### src/rtl/core/hsd_pkg.sv
`timescale 1ns / 1ps
// Shared types and constants for the point-set Hausdorff distance block.
// Used by every module under rtl/core; depends on nothing.
package hsd_pkg;

    localparam int MAX_POINTS_DEF = 256;
    localparam int COORD_BITS_DEF = 24;
    localparam int DIST_W         = 26;
    localparam int DSQ_OUT_W      = 50;

    typedef enum logic [1:0] {
        OP_LOAD_A  = 2'd0,
        OP_LOAD_B  = 2'd1,
        OP_COMPUTE = 2'd2,
        OP_CLEAR   = 2'd3
    } op_t;

    typedef enum logic [2:0] {
        ST_IDLE,
        ST_WALK,
        ST_DRAIN,
        ST_ROOT,
        ST_WAIT,
        ST_OUT
    } state_t;

    // Control that travels with each point pair down the distance pipeline
    typedef struct packed {
        logic vld;
        logic first;
        logic last_j;
        logic done;
    } tag_t;

endpackage

### src/rtl/core/hsd_dist_pipe.sv
`timescale 1ns / 1ps
// Three-stage squared Euclidean distance: differences, squares, sum.
// Depends on hsd_pkg for the tag type.
module hsd_dist_pipe #(
    parameter int COORD_BITS = hsd_pkg::COORD_BITS_DEF,
    parameter int DSQ_W      = 2 * COORD_BITS + 2
) (
    input  logic                        aclk,
    input  logic                        aresetn,
    input  hsd_pkg::tag_t               tag_i,
    input  logic [3*COORD_BITS-1:0]     pa_i,
    input  logic [3*COORD_BITS-1:0]     pb_i,
    output hsd_pkg::tag_t               tag_o,
    output logic [DSQ_W-1:0]            dsq_o
);

    localparam int C = COORD_BITS;

    hsd_pkg::tag_t      tag2_reg, tag3_reg, tag4_reg;
    logic signed [C:0]  dx_reg, dy_reg, dz_reg;
    logic signed [C:0]  dx_next, dy_next, dz_next;
    logic signed [DSQ_W-1:0] sx_reg, sy_reg, sz_reg;
    logic [DSQ_W-1:0]   sum_reg, sum_next;

    // Coordinate differences with one guard bit
    always_comb begin
        dx_next = $signed({pa_i[C-1], pa_i[C-1:0]})
                - $signed({pb_i[C-1], pb_i[C-1:0]});
        dy_next = $signed({pa_i[2*C-1], pa_i[2*C-1:C]})
                - $signed({pb_i[2*C-1], pb_i[2*C-1:C]});
        dz_next = $signed({pa_i[3*C-1], pa_i[3*C-1:2*C]})
                - $signed({pb_i[3*C-1], pb_i[3*C-1:2*C]});
        sum_next = DSQ_W'(sx_reg) + DSQ_W'(sy_reg) + DSQ_W'(sz_reg);
    end

    always_ff @(posedge aclk) begin
        if (!aresetn) begin
            tag2_reg <= '0;
            tag3_reg <= '0;
            tag4_reg <= '0;
        end else begin
            tag2_reg <= tag_i;
            tag3_reg <= tag2_reg;
            tag4_reg <= tag3_reg;
        end
        dx_reg  <= dx_next;
        dy_reg  <= dy_next;
        dz_reg  <= dz_next;
        sx_reg  <= DSQ_W'(dx_reg * dx_reg);
        sy_reg  <= DSQ_W'(dy_reg * dy_reg);
        sz_reg  <= DSQ_W'(dz_reg * dz_reg);
        sum_reg <= sum_next;
    end

    assign tag_o = tag4_reg;
    assign dsq_o = sum_reg;

endmodule

### config.mk
export PLATFORM = sky130hd
export DESIGN_NAME = hsd_dist_pipe
export DESIGN_NICKNAME = d
export VERILOG_FILES = /design/src/rtl/core/hsd_pkg.sv /design/src/rtl/core/hsd_dist_pipe.sv
export SDC_FILE = /design/constraint.sdc
export NUM_CORES = 2
export LEC_CHECK = 0
export ABC_AREA = 1
export BUFFER_PORTS_ARGS = -buffer_cell sky130_fd_sc_hd__buf_2
export CAP_MARGIN = 5
export CORE_MARGIN = 2
export CORE_UTILIZATION = 45
export DETAILED_ROUTE_END_ITERATION = 16
export PLACE_DENSITY_LB_ADDON = 0.15
export SYNTH_ARGS = -nofsm -noshare
export SYNTH_HDL_FRONTEND = slang
export SYNTH_SLANG_ARGS = --single-unit
export TNS_END_PERCENT = 10
### constraint.sdc
create_clock -name aclk -period 20.3 [get_ports aclk]
set_input_delay 1.015 -clock aclk [delete_from_list [all_inputs] [get_ports aclk]]
set_output_delay 1.015 -clock aclk [all_outputs]
set_load 0.02 [all_outputs]
Word level (Yosys, flattened, before mapping). Cells that the tools add are included.

Latch bits: 0. Memory bits (read-only): 0. RAM bits: 0. Register bits after elaboration: 287. Input port bits: 150. Memories: 0. Logic and storage cells: 27. Output and inout port bits: 54.

Magnitude comparators: 0. Muxes and demuxes: 0. Div/mod/pow operators: 0. Equal/unequal tests: 0. Shifts and indexed selects: 0. Bitwise logic cells: 0. $mul: 3. Reduce and logical (&&, ||, !) cells: 0. $add $sub $neg: 5.

Operator list (count): multiplier 25 x 25 -> 50 bit (3); adder 50 bit (2); subtractor 24 x 24 -> 25 bit (3).

Depth between registers and ports, before layout.
Word-level depth: 2. Gate-level depth with buffers: 31. Mapped depth without buffers: 29.

Worst setup path before layout. OpenSTA, ideal clock, no wires.

Path type: register to register. From: register dy_reg[1]. To: register sy_reg[47]. Setup time: 113 ps. Arrival: 6355 ps. Clock period less this slack: 6467 ps. Stages on the path, launching flop included: 26. Setup slack: 13833 ps. Path buffers: 2. Cells stage by stage: dfxtp_1 -> clkbuf_1 -> buf_1 -> nand2_1 -> inv_1 -> fa_1 -> fa_1 -> inv_1 -> fa_1 -> inv_1 -> fa_1 -> fa_1 -> inv_1 -> fa_1 -> inv_1 -> fa_1 -> ha_1 -> nand2_1 -> inv_1 -> nand2_1 -> nor3_1 -> nand2_1 -> nor2_1 -> nand2_1 -> nand4_1 -> nand2_1.

Longest elaborated chain between the ends: 1.

Ends and longest elaborated chain: start, declared (RTL line hsd_dist_pipe.sv:20) `logic signed [C:0] dx_reg, dy_reg, dz_reg;`; start signal, assigned (RTL line hsd_dist_pipe.sv:47) `dy_reg <= dy_next;`; multiplier 25 x 25 -> 50 bit (RTL line hsd_dist_pipe.sv:50) `sy_reg <= DSQ_W'(dy_reg * dy_reg);`; end signal, assigned (RTL line hsd_dist_pipe.sv:50); end, declared (RTL line hsd_dist_pipe.sv:22) `logic signed [DSQ_W-1:0] sx_reg, sy_reg, sz_reg;`.

Every way passes these cells. A chain may end at the register's enable or synchronous reset.

Worst setup path in the final report.
From: register dy_reg[24]. To: register sy_reg[39].

Same word-level chain as after synthesis.

==> results by group <==
Cells and area
  • Fill count: 18,100
  • Most common cell after layout, fill and taps aside: inv_1
  • Fraction of layout instances using a drive strength above 1: around 4.3%
  • P&R area growth vs syn: 6.32%
  • Fin area: roughly 0.087 mm²
  • Fin nets: approximately 13,000
  • Most frequent cells in the layout: inv_1, nand2_1, fa_1, ha_1, nor2_1
  • Flip-flop count of the largest register after layout: 50

STA
  • Slew @ Worst Pin: roughly 0.83 ns
  • RSZ-0062 raised after global routing: false
  • Setup Total Neg Slack: 0 ns
  • Max Fclk: approximately 130 MHz
  • Worst Skew: around 0.026 ns
  • Final-report setup violation count: 0
  • Minimum clock period: 7.43 ns
  • Final Hold Fails: 0
  • Slew HR: between 40% and 50%
  • Final period util: 36.6%
  • Final Max Slew Viols: 0

Synthesis
  • Yosys top cell area share: between 40% and 50%
  • Async SR Flop Fraction: 0%
  • Count of cell types in the netlist: between 40 and 50
  • Mapped Cells: about 10,000
  • Yosys warning count: 0
  • EDFF count, synth: 0
  • Top post-synthesis cells by area: fa_1, inv_1, nand2_1
  • Sequential area share after synthesis: ~6.9%
  • Flops & latches, synth: roughly 280
  • Mapped Avg Cell Area: ~8 µm²
  • Largest area contributor in the netlist: fa_1
  • Synthesized cell area: 0.0818 mm²
  • Top FF cell, synth: dfxtp_1

Die
  • Initial Util: ~45%
  • Core area: around 0.18 mm²
  • Die height: between 400 and 500 µm
  • I/O Pins: 204
  • Core Rows: roughly 160
  • Full die area: 0.185 mm²
  • Die W: between 400 and 500 µm

GRT
  • Vias in the first global route: 66,700
  • Initial antenna violation count: 3
  • Remaining Overflow, GRT: 0
  • Largest net degree at the start of global routing: 34
  • Global Route Usage Sum: between 20% and 30%
  • Global-route wire length before repair: between 300,000 and 400,000 µm

Detailed routing
  • Initial DRC count: ~3,600
  • Detailed Routing Iterations Pass 1: 7
  • Routed wire length: around 230,000 µm
  • Post-route DRC violation count: 0
  • Vias: slightly above 60,000
  • Via density: between 4 and 5
  • WL per Instance: 17.7 µm
  • Post-DRT Antenna Nets: 0

Placed design
  • PortBufs: around 200
  • Post-DP Area: ~0.086 mm²
  • RePlAce Congestion: between 0.9 and 1
  • Detailed Place HPWL: 200,000 µm

Critical path
  • Worst path arrival time: between 7 and 8 ns
  • CP Launch Type: register
  • Critical Path Fanout Max: 33
  • CP Capture Type: register
  • Kind of critical path: register to register
  • WP data required: around 21 ns

CTS
  • CTS tree: done
  • H-Tree Depth: 2
  • CTS-repair resized insts: 0
  • Longest Clk Path Bufs: 3
  • Cts hold-fix bufs: 0
  • Clock Latency Late Sink: ~0.65 ns
  • Root Driver: clkbuf_16
  • Cts bufs inserted: between 40 and 50
  • Setup Fix Bufs, Post-CTS: 0
  • Clock sink count: ~280
  • Clock slew at reported path FFs: around 0.06 ns

Outcome
  • Run status: finished clean

Flow run
  • Maxcap violations: 0

Hold path
  • Hold WC Path Type: register to register
==> final timing paths <==
path / startpoint / endpoint / slack [ns] / cells after the start
max: dy_reg[24] / sy_reg[39] / 12.87 / 20
min: tag3_reg[0] / tag_o[0] / 0.41 / 2
min reg2reg: tag3_reg[0] / tag_o[0] / 0.41 / 2
max reg2reg: dy_reg[24] / sy_reg[39] / 12.87 / 20
==> metrics by stage <==
step	cells	setup WS, ns	hold WS, ns	util (%)
5_1_grt	12900	12.40	0.424	48.1
2_1_floorplan	10400	13.83	0.329	-
3_5_place_dp	12800	12.89	0.398	47.3
3_3_place_gp	12800	12.92	0.395	47.3
4_1_cts	12900	12.87	0.412	48.1
6_report	12900	12.87	0.410	48.1
==> worst max-delay path: stages, from the launching register on <==
cell and delay [ns]:
dfxtp_1 0.30, buf_4 0.36, nand2_1 0.18, inv_1 0.11
fa_1 0.56, fa_1 0.74, inv_1 0.24, fa_1 0.62
inv_1 0.37, fa_1 0.52, fa_1 0.57, fa_1 0.44
fa_1 0.45, ha_1 0.41, nand2_1 0.17, nor2_1 0.21
nand2_1 0.14, nor3_1 0.36, nand3b_1 0.28, nand4_1 0.17
nand2_1 0.09
==> synthesized netlist by cell type, types with 9 or more instances <==
cell,number
inv_1,3267
nand2_1,2435
fa_1,1871
ha_1,573
nor2_1,460
a21oi_1,289
dfxtp_1,284
nand3_1,251
clkbuf_1,229
xor2_1,153
o21ai_0,137
nand4_1,86
xnor2_1,53
nor3_1,51
o21bai_1,41
nor2_2,26
nand2_2,15
o21ai_1,15
or2_2,14
a21o_1,13
inv_2,11
nand3_2,11
nand3b_1,9
==> cell type report <==
type / count / area, µm² / share of cell area (%)
Antenna cell: 2 / 5.00 / 0.00575
Clock buffer: 50 / 1140 / 1.31
Clock inverter: 24 / 343 / 0.394
Inverter: 3278 / 12300 / 14.1
Multi-Input combinational cell: 6566 / 63000 / 72.4
Sequential cell: 284 / 5690 / 6.53
Tap cell: 2370 / 2970 / 3.41
Timing Repair Buffer: 278 / 1580 / 1.81
==> metal layers <==
layer	vias up	GRT usage (%)	wire length, µm	part of all wire [%]
met5	-	0	0	0
met4	0	5.96	5790	2.5
met3	218	3.65	12400	5.4
met2	1324	41.9	106000	47
met1	30900	35.4	103000	45
li1	29600	-	-	-
==> cell families after synthesis <==
kind of cell	synth area share, %
xor+xnor	2.20
other cells	0.00458
compound gates	3.58
flops	6.95
fa+ha+maj	54.5
buf+inv	16.1
simple gates	16.7
Power is left out: the tool's default activity adds up to more than one toggle a clock period on the data nets, which glitch-free logic cannot reach.
