## config.mk

```make
export PLATFORM = sky130hd
export DESIGN_NAME = hsd_root_chain
export DESIGN_NICKNAME = d
export VERILOG_FILES = /design/src/rtl/core/hsd_pkg.sv /design/src/rtl/core/hsd_root_cell.sv /design/src/rtl/core/hsd_root_chain.sv
export SDC_FILE = /design/constraint.sdc
export NUM_CORES = 2
export LEC_CHECK = 0
export BUFFER_PORTS_ARGS = -buffer_cell sky130_fd_sc_hd__buf_4
export CAP_MARGIN = 20
export CORE_AREA = 2 2 402 404
export CTS_CLUSTER_SIZE = 28
export DETAILED_ROUTE_END_ITERATION = 8
export DIE_AREA = 0 0 404 406
export GPL_TIMING_DRIVEN = 1
export PLACE_DENSITY = 0.54
export SLEW_MARGIN = 20
export SYNTH_ARGS = -nofsm -noshare
export SYNTH_HDL_FRONTEND = slang
export SYNTH_SLANG_ARGS = --single-unit
```

## constraint.sdc

```tcl
create_clock -name aclk -period 3.2 [get_ports aclk]
set_input_delay 0.96 -clock aclk [delete_from_list [all_inputs] [get_ports aclk]]
set_output_delay 0.96 -clock aclk [all_outputs]
set_load 0.05 [all_outputs]
```

## src/rtl/core/hsd_pkg.sv

```systemverilog
`timescale 1ns / 1ps
// Shared types and constants for the point-set Hausdorff distance block.
// Used by every module under rtl/core; depends on nothing.
package hsd_pkg;

    localparam int MAX_POINTS_DEF = 256;
    localparam int COORD_BITS_DEF = 24;
    localparam int DIST_W         = 26;
    localparam int DSQ_OUT_W      = 50;

    typedef enum logic [1:0] {
        OP_LOAD_A  = 2'd0,
        OP_LOAD_B  = 2'd1,
        OP_COMPUTE = 2'd2,
        OP_CLEAR   = 2'd3
    } op_t;

    typedef enum logic [2:0] {
        ST_IDLE,
        ST_WALK,
        ST_DRAIN,
        ST_ROOT,
        ST_WAIT,
        ST_OUT
    } state_t;

    // Control that travels with each point pair down the distance pipeline
    typedef struct packed {
        logic vld;
        logic first;
        logic last_j;
        logic done;
    } tag_t;

endpackage

```

## src/rtl/core/hsd_root_cell.sv

```systemverilog
`timescale 1ns / 1ps
// One digit step of the integer square root: takes two radicand bits per cell.
// Depends on hsd_pkg for the default coordinate width.
module hsd_root_cell #(
    parameter int DSQ_W  = 2 * hsd_pkg::COORD_BITS_DEF + 2,
    parameter int ROOT_W = DSQ_W / 2
) (
    input  logic              aclk,
    input  logic              aresetn,
    input  logic              vld_i,
    input  logic [DSQ_W-1:0]  x_i,
    input  logic [ROOT_W:0]   r_i,
    input  logic [ROOT_W-1:0] q_i,
    output logic              vld_o,
    output logic [DSQ_W-1:0]  x_o,
    output logic [ROOT_W:0]   r_o,
    output logic [ROOT_W-1:0] q_o
);

    logic              vld_reg;
    logic [DSQ_W-1:0]  x_reg, x_next;
    logic [ROOT_W:0]   r_reg, r_next;
    logic [ROOT_W-1:0] q_reg, q_next;
    logic [ROOT_W+2:0] trial_rem;
    logic [ROOT_W+2:0] trial_sub;

    // Bring down two bits, try subtracting 4q+1
    always_comb begin
        trial_rem = {r_i, x_i[DSQ_W-1 -: 2]};
        trial_sub = {1'b0, q_i, 2'b01};
        x_next    = x_i << 2;
        if (trial_rem >= trial_sub) begin
            r_next = (ROOT_W + 1)'(trial_rem - trial_sub);
            q_next = {q_i[ROOT_W-2:0], 1'b1};
        end else begin
            r_next = (ROOT_W + 1)'(trial_rem);
            q_next = {q_i[ROOT_W-2:0], 1'b0};
        end
    end

    always_ff @(posedge aclk) begin
        if (!aresetn) begin
            vld_reg <= 1'b0;
        end else begin
            vld_reg <= vld_i;
        end
        x_reg <= x_next;
        r_reg <= r_next;
        q_reg <= q_next;
    end

    assign vld_o = vld_reg;
    assign x_o   = x_reg;
    assign r_o   = r_reg;
    assign q_o   = q_reg;

endmodule

```

## src/rtl/core/hsd_root_chain.sv

```systemverilog
`timescale 1ns / 1ps
// Row of square-root cells, one result bit per cell, each cell a register stage.
// Depends on hsd_pkg and hsd_root_cell.
module hsd_root_chain #(
    parameter int DSQ_W  = 2 * hsd_pkg::COORD_BITS_DEF + 2,
    parameter int ROOT_W = DSQ_W / 2
) (
    input  logic              aclk,
    input  logic              aresetn,
    input  logic              vld_i,
    input  logic [DSQ_W-1:0]  x_i,
    output logic              vld_o,
    output logic [ROOT_W-1:0] root_o
);

    logic              vld_s [0:ROOT_W];
    logic [DSQ_W-1:0]  x_s   [0:ROOT_W];
    logic [ROOT_W:0]   r_s   [0:ROOT_W];
    logic [ROOT_W-1:0] q_s   [0:ROOT_W];

    // Feed the head of the chain
    assign vld_s[0] = vld_i;
    assign x_s[0]   = x_i;
    assign r_s[0]   = '0;
    assign q_s[0]   = '0;

    for (genvar k = 0; k < ROOT_W; k++) begin : g_cell
        hsd_root_cell #(
            .DSQ_W  (DSQ_W),
            .ROOT_W (ROOT_W)
        ) u_cell (
            .aclk    (aclk),
            .aresetn (aresetn),
            .vld_i   (vld_s[k]),
            .x_i     (x_s[k]),
            .r_i     (r_s[k]),
            .q_i     (q_s[k]),
            .vld_o   (vld_s[k+1]),
            .x_o     (x_s[k+1]),
            .r_o     (r_s[k+1]),
            .q_o     (q_s[k+1])
        );
    end

    assign vld_o  = vld_s[ROOT_W];
    assign root_o = q_s[ROOT_W];

endmodule

```

# After elaboration in Yosys (flattened, before gate mapping)
# Index checks and enable logic that the tools add are counted.
[classes]
n_addsub = 24
magnitude_cmp = 25
muxes = 49
[ops]
columns = ["cell", "n"]
rows = [
  ["two-way mux 26 bit", 23],
  ["greater-or-equal comparator 28 x 10 -> 1 bit", 1],
  ["greater-or-equal comparator 28 x 11 -> 1 bit", 1],
  ["greater-or-equal comparator 28 x 12 -> 1 bit", 1],
  ["greater-or-equal comparator 28 x 13 -> 1 bit", 1],
  ["greater-or-equal comparator 28 x 14 -> 1 bit", 1],
  ["greater-or-equal comparator 28 x 15 -> 1 bit", 1],
  ["greater-or-equal comparator 28 x 16 -> 1 bit", 1],
  ["greater-or-equal comparator 28 x 17 -> 1 bit", 1],
  ["greater-or-equal comparator 28 x 18 -> 1 bit", 1],
  ["greater-or-equal comparator 28 x 19 -> 1 bit", 1],
  ["greater-or-equal comparator 28 x 20 -> 1 bit", 1],
  ["greater-or-equal comparator 28 x 21 -> 1 bit", 1],
  ["greater-or-equal comparator 28 x 22 -> 1 bit", 1],
  ["greater-or-equal comparator 28 x 23 -> 1 bit", 1],
  ["greater-or-equal comparator 28 x 24 -> 1 bit", 1],
  ["greater-or-equal comparator 28 x 25 -> 1 bit", 1],
  ["greater-or-equal comparator 28 x 26 -> 1 bit", 1],
  ["greater-or-equal comparator 28 x 3 -> 1 bit", 1],
  ["greater-or-equal comparator 28 x 4 -> 1 bit", 1],
  ["greater-or-equal comparator 28 x 5 -> 1 bit", 1],
  ["greater-or-equal comparator 28 x 6 -> 1 bit", 1],
  ["greater-or-equal comparator 28 x 7 -> 1 bit", 1],
  ["greater-or-equal comparator 28 x 8 -> 1 bit", 1],
  ["other kinds (28)", 52],
]
[word_totals]
ff_bits = 1551
in_bits = 53
elab_cells = 197

# Logic depth before layout (Yosys ltp)
[depth]
depth_word = 2
mapped_depth = 13
mapped_depth_nobuf = 12

# Modules after synthesis
# A second synthesis with hierarchy kept.
[unflattened]
cells_unflattened = 8978
area_unflattened_um2 = 98354.3
[modules_own_cells]
columns = ["module", "n_inst", "cells_each", "area_each_um2"]
rows = [
  ["hsd_root_cell (g_cell[0].u_cell ...)", 24, 358, 3936.3],
  ["hsd_root_cell (g_cell[19].u_cell)", 1, 385, 3880.0],
  ["hsd_root_chain", 1, 1, 3.8],
]

# Worst setup path before layout
# OpenSTA, ideal clock, no wires.
[synth_timing]
kind = "flip-flop to flip-flop"
start = "register g_cell[22].u_cell.q_reg[16]"
end = "register g_cell[23].u_cell.r_reg[18]"
setup_time_ns = 0.121
arrival_ns = 2.890
path_slack_ns = 0.189
path_stages_with_launch = 13
path_buffers = 2
synth_period_minus_slack_ns = 3.011
cell_sequence = "dfxtp_1 -> inv_1 -> ha_1 -> clkbuf_1 -> and3_1 -> and2_1 -> a221oi_1 -> o31ai_1 -> a311oi_1 -> o211ai_1 -> o21ai_1 -> buf_2 -> mux2_2"
[synth_between]
elab_chain_cells = 2
word_cells_on_any_way = 3
cone_classes = "1 x add/sub; 1 x order compare; 1 x mux"
[synth_rtl]
columns = ["element", "line", "source"]
rows = [
  ["start, declared", "hsd_root_cell.sv:23", "logic [ROOT_W-1:0] q_reg, q_next;"],
  ["start signal, assigned", "hsd_root_cell.sv:49", "q_reg <= q_next;"],
  ["subtractor 26 x 25 -> 26 bit / greater-or-equal comparator 28 x 25 -> 1 bit (equally long branches)", "hsd_root_cell.sv:33, hsd_root_cell.sv:32", ""],
  ["two-way mux 26 bit (*)", "hsd_root_cell.sv:32", "if (trial_rem >= trial_sub) begin"],
  ["via g_cell[23].u_cell.r_next[18]", "hsd_root_cell.sv:22", "logic [ROOT_W:0] r_reg, r_next;"],
  ["end signal, assigned", "hsd_root_cell.sv:48", "r_reg <= r_next;"],
  ["end, declared", "hsd_root_cell.sv:22", ""],
]
# The timed path passes the listed nets; every way through them passes the cells marked *.
# A chain may end at the register's enable or synchronous reset.

# Final worst setup path
[layout_timing]
start = "register g_cell[19].u_cell.q_reg[0]"
end = "register g_cell[20].u_cell.r_reg[23]"
[layout_between]
elab_chain_cells = 2
word_cells_on_any_way = 3
cone_classes = "1 x add/sub; 1 x order compare; 1 x mux"
[layout_rtl]
columns = ["element", "line"]
rows = [
  ["start, declared", "hsd_root_cell.sv:23"],
  ["start signal, assigned", "hsd_root_cell.sv:49"],
  ["subtractor 26 x 22 -> 26 bit / greater-or-equal comparator 28 x 22 -> 1 bit (equally long branches)", "hsd_root_cell.sv:33, hsd_root_cell.sv:32"],
  ["two-way mux 26 bit (*)", "hsd_root_cell.sv:32"],
  ["via g_cell[20].u_cell.r_next[23]", "hsd_root_cell.sv:22"],
  ["end signal, assigned", "hsd_root_cell.sv:48"],
  ["end, declared", "hsd_root_cell.sv:22"],
]
# Marks and branches as above.

==> results.tsv <==
stage	metric	value	unit
sta	Setup TNS Final	0	ns
clocking	CTS Buffer Depth	3	
sta	clock skew	0.0302	ns
setup_path	Slowest-stage cell, CP	or4b_2	
setup_path	Largest stage delay, worst path	0.64	ns
routing	Vias	36800	
sta	Final setup viols	0	
clocking	Clock Latency Late Sink	0.80	ns
sta	part of the cycle the worst path needs	95.8	%
floorplanning	Starting Density	34.8	%
floorplanning	placeable core area	0.160	sq mm
routing	initial drt markers	2046	
status	status	complete, no violations	
synthesis	Synth Register Bits	1526	
synthesis	Avg Synthesized Cell Area	10.3	sq um
routing	number of routed nets with antenna violations	0	
final_layout	synthesis-to-layout area growth	16.8	%
setup_path	kind of critical path	reg -> reg	
global_route	antenna violations before repair	1	
final_layout	most frequent cells in the layout	dfxtp_1, inv_1, ha_1, a21oi_1, nor2_1	
global_route	Remaining Overflow, GRT	0	
sta	worst-margin pin slew	0.888	ns
placed_design	Port Buffers	78	
global_route	vias in the first global route	35800	
power_and_ir_drop	PwrDens	828	mW/mm^2
synthesis	share of the synthesized area in the top cell type	55.0	%
clocking	TritonCTS clock tree	yes	
clocking	H-Tree Depth	4	
routing	drt wl/cell	14.3	um
synthesis	Syn. warnings	0	
global_route	GR Util All Layers	13.6	%
floorplanning	Die Span Y	406	um
floorplanning	I/O pins	79	
power_and_ir_drop	VDD IR max	565	uV
synthesis	sequential share of the synthesized area	55.0	%
floorplanning	Die X-Extent	404	um
setup_path	Critical Path AT	3.72	ns
placed_design	GPL Wtd Cong	0.849	
job	Max Cap Viol	0	
final_layout	n_diodes	0	
clocking	Reg clk slew, reported paths	0.06	ns
synthesis	synthesized area	0.0555	sq mm
sta	Fmax	0.326	GHz
routing	vias per inst	4.70	
final_layout	fillcell total	15500	
routing	Residual DRC	0	
synthesis	Synth Flop Type	dfxtp_1	
final_layout	Final #Nets	6042	
clocking	CTS Buf Count	155	
synthesis	Syn Inst Count	5403	
final_layout	share of layout cells above drive strength 1	9.72	%
sta	relative slew slack	40.3	%
placed_design	hpwl dp	83700	um
routing	Detailed Route WL	112000	um
min_path	Hold Path Class	in -> reg	
sta	endpoints failing hold	0	
setup_path	worst path required time	3.86	ns
setup_path	crit start category	flop	
synthesis	Post-synth EDFFs	0	
global_route	pin count of the biggest net entering global routing	49	
synthesis	Cell variety after synth	91	
floorplanning	Die Area	0.164	sq mm
sta	Max Transition Viols Final	0	
sta	crit path time final	3.07	ns
setup_path	crit path cell chain	inv_1 -> ha_1 -> o21ai_0 -> a211oi_1 -> a32o_1 -> a21o_1 -> a2111oi_1 -> buf_4 -> nor4b_1 -> or4b_2 -> xnor2_1	
routing	drt pass-1 iters	6	
clocking	Clock Sinks	1526	
power_and_ir_drop	Leak	0.0302	uW
synthesis	Synth area leaders	dfxtp_1, ha_1, xnor2_1	
synthesis	Async SR Flop Fraction	0	%
global_route	first-pass GRT wire length	182000	um
floorplanning	Placement Rows	147	
synthesis	Mapped Nets	5807	
clocking	CTS Root Cell	clkbuf_16	
setup_path	endpoint class of the critical path	flop	
synthesis	area leader, netlist	dfxtp_1	
final_layout	Core Util, Final	40.6	%
setup_path	Critical Path Fanout Max	4	
final_layout	most common cell after layout, fill and taps aside	dfxtp_1	
## metal layers
metal / global-route usage, % / routed length, um / up-vias
li1: - / - / 19000
met1: 18.3 / 54100 / 16900
met2: 21.4 / 49200 / 671
met3: 2.80 / 5380 / 224
met4: 5.07 / 3210 / 0
met5: 0 / 0 / -
## area by class of cell
class	instances	area [sq um]	share of cell area, %
Clock buffer	222	4560	7.02
Clock inverter	59	1020	1.57
Inverter	466	1750	2.70
Multi-Input combinational cell	3312	23000	35.4
Sequential cell	1526	30500	47.1
Tap cell	2086	2610	4.02
Timing Repair Buffer	177	1440	2.22
## worst max-delay path, delay by kind of cell, from the launching register on
kind,cells,cell delay [ns]
xor+xnor,1,0.14
simple gates,2,0.70
compound gates,5,1.21
buf+inv,2,0.25
fa+ha+maj,1,0.33
flops,1,0.33
## cell usage after synthesis (9+ instances only)
library cell	number
dfxtp_1	1526
nand4b_1	11
nor3_1	132
or4_1	25
nand2_1	320
nand2b_1	46
and4_1	11
nand3b_1	18
a2111oi_0	9
nand4_1	55
o211ai_1	27
xnor2_1	237
inv_1	465
o21ai_0	238
ha_1	351
nor2_1	329
o31ai_1	38
nor4b_1	15
a211oi_1	28
mux2i_1	13
or2_2	16
a21boi_0	10
a31oi_1	34
a21o_1	135
and3_1	32
nand3_1	89
mux2_2	65
o311ai_0	10
o21bai_1	22
o22ai_1	10
a211o_1	9
or3_1	55
nor2b_1	54
a21oi_1	338
clkbuf_1	89
o2111ai_1	15
o21a_1	55
nor4_1	67
and2_1	47
a221oi_1	9
o31a_1	11
xor2_1	223
## where the power goes
part | leakage [uW] | switching [uW] | internal [uW]
combinational | 0.0147 | 5320 | 4620
sequential | 0.0128 | 2330 | 22200
clock | 0.00272 | 7430 | 11800
## sequential cells by signal, summed over array words and instances, names as in the netlist
signal and count:
g_cell.u_cell.vld_o 25, g_cell.u_cell.x_o 600, g_cell.u_cell.q_o 325, g_cell.u_cell.r_o 576
## metrics by stage
stage / instances / power, uW / hold slack (ns) / instance area, sq um / setup slack [ns]
3_3_place_gp: 7565 / 34800 / 0.310 / 59200 / -0.0375
3_5_place_dp: 7565 / 34900 / 0.312 / 59200 / -0.00320
5_1_grt: 7848 / 56800 / 0.212 / 64900 / -0.00661
4_1_cts: 7846 / 54400 / 0.203 / 64800 / 0.0856
6_report: 7848 / 53700 / 0.276 / 64900 / 0.135
2_1_floorplan: 5403 / 31600 / 0.310 / 55500 / 0.189
## cells by family after synthesis
kind of cell,synth area share [%]
other,0.00675
muxes,1.55
xor gates and xnor gates,7.26
and+or+nand+nor,12.2
adders and majority gates,7.91
DFF,55.0
AOI/OAI and AO/OA,12.2
buffers and inverters,3.88
## worst paths after layout
path / startpoint / endpoint / slack [ns] / depth (start not counted)
setup / recovery: g_cell[19].u_cell.q_o[0] / g_cell[20].u_cell.r_o[23] / 0.13 / 11
hold / removal: x_i[43] / g_cell[0].u_cell.x_o[45] / 0.28 / 1
setup reg to reg: g_cell[19].u_cell.q_o[0] / g_cell[20].u_cell.r_o[23] / 0.13 / 11
hold reg to reg: g_cell[16].u_cell.x_o[40] / g_cell[17].u_cell.x_o[42] / 0.31 / 0
## what timing repair did
action                     4_1_cts  5_1_grt
setup buffers                    0        2
setup endpoints to repair        1       58
pin swaps                        0        3
hold buffers                     0        0
resized for setup                1       20
No activity file was read; power rests on OpenSTA's default activity.
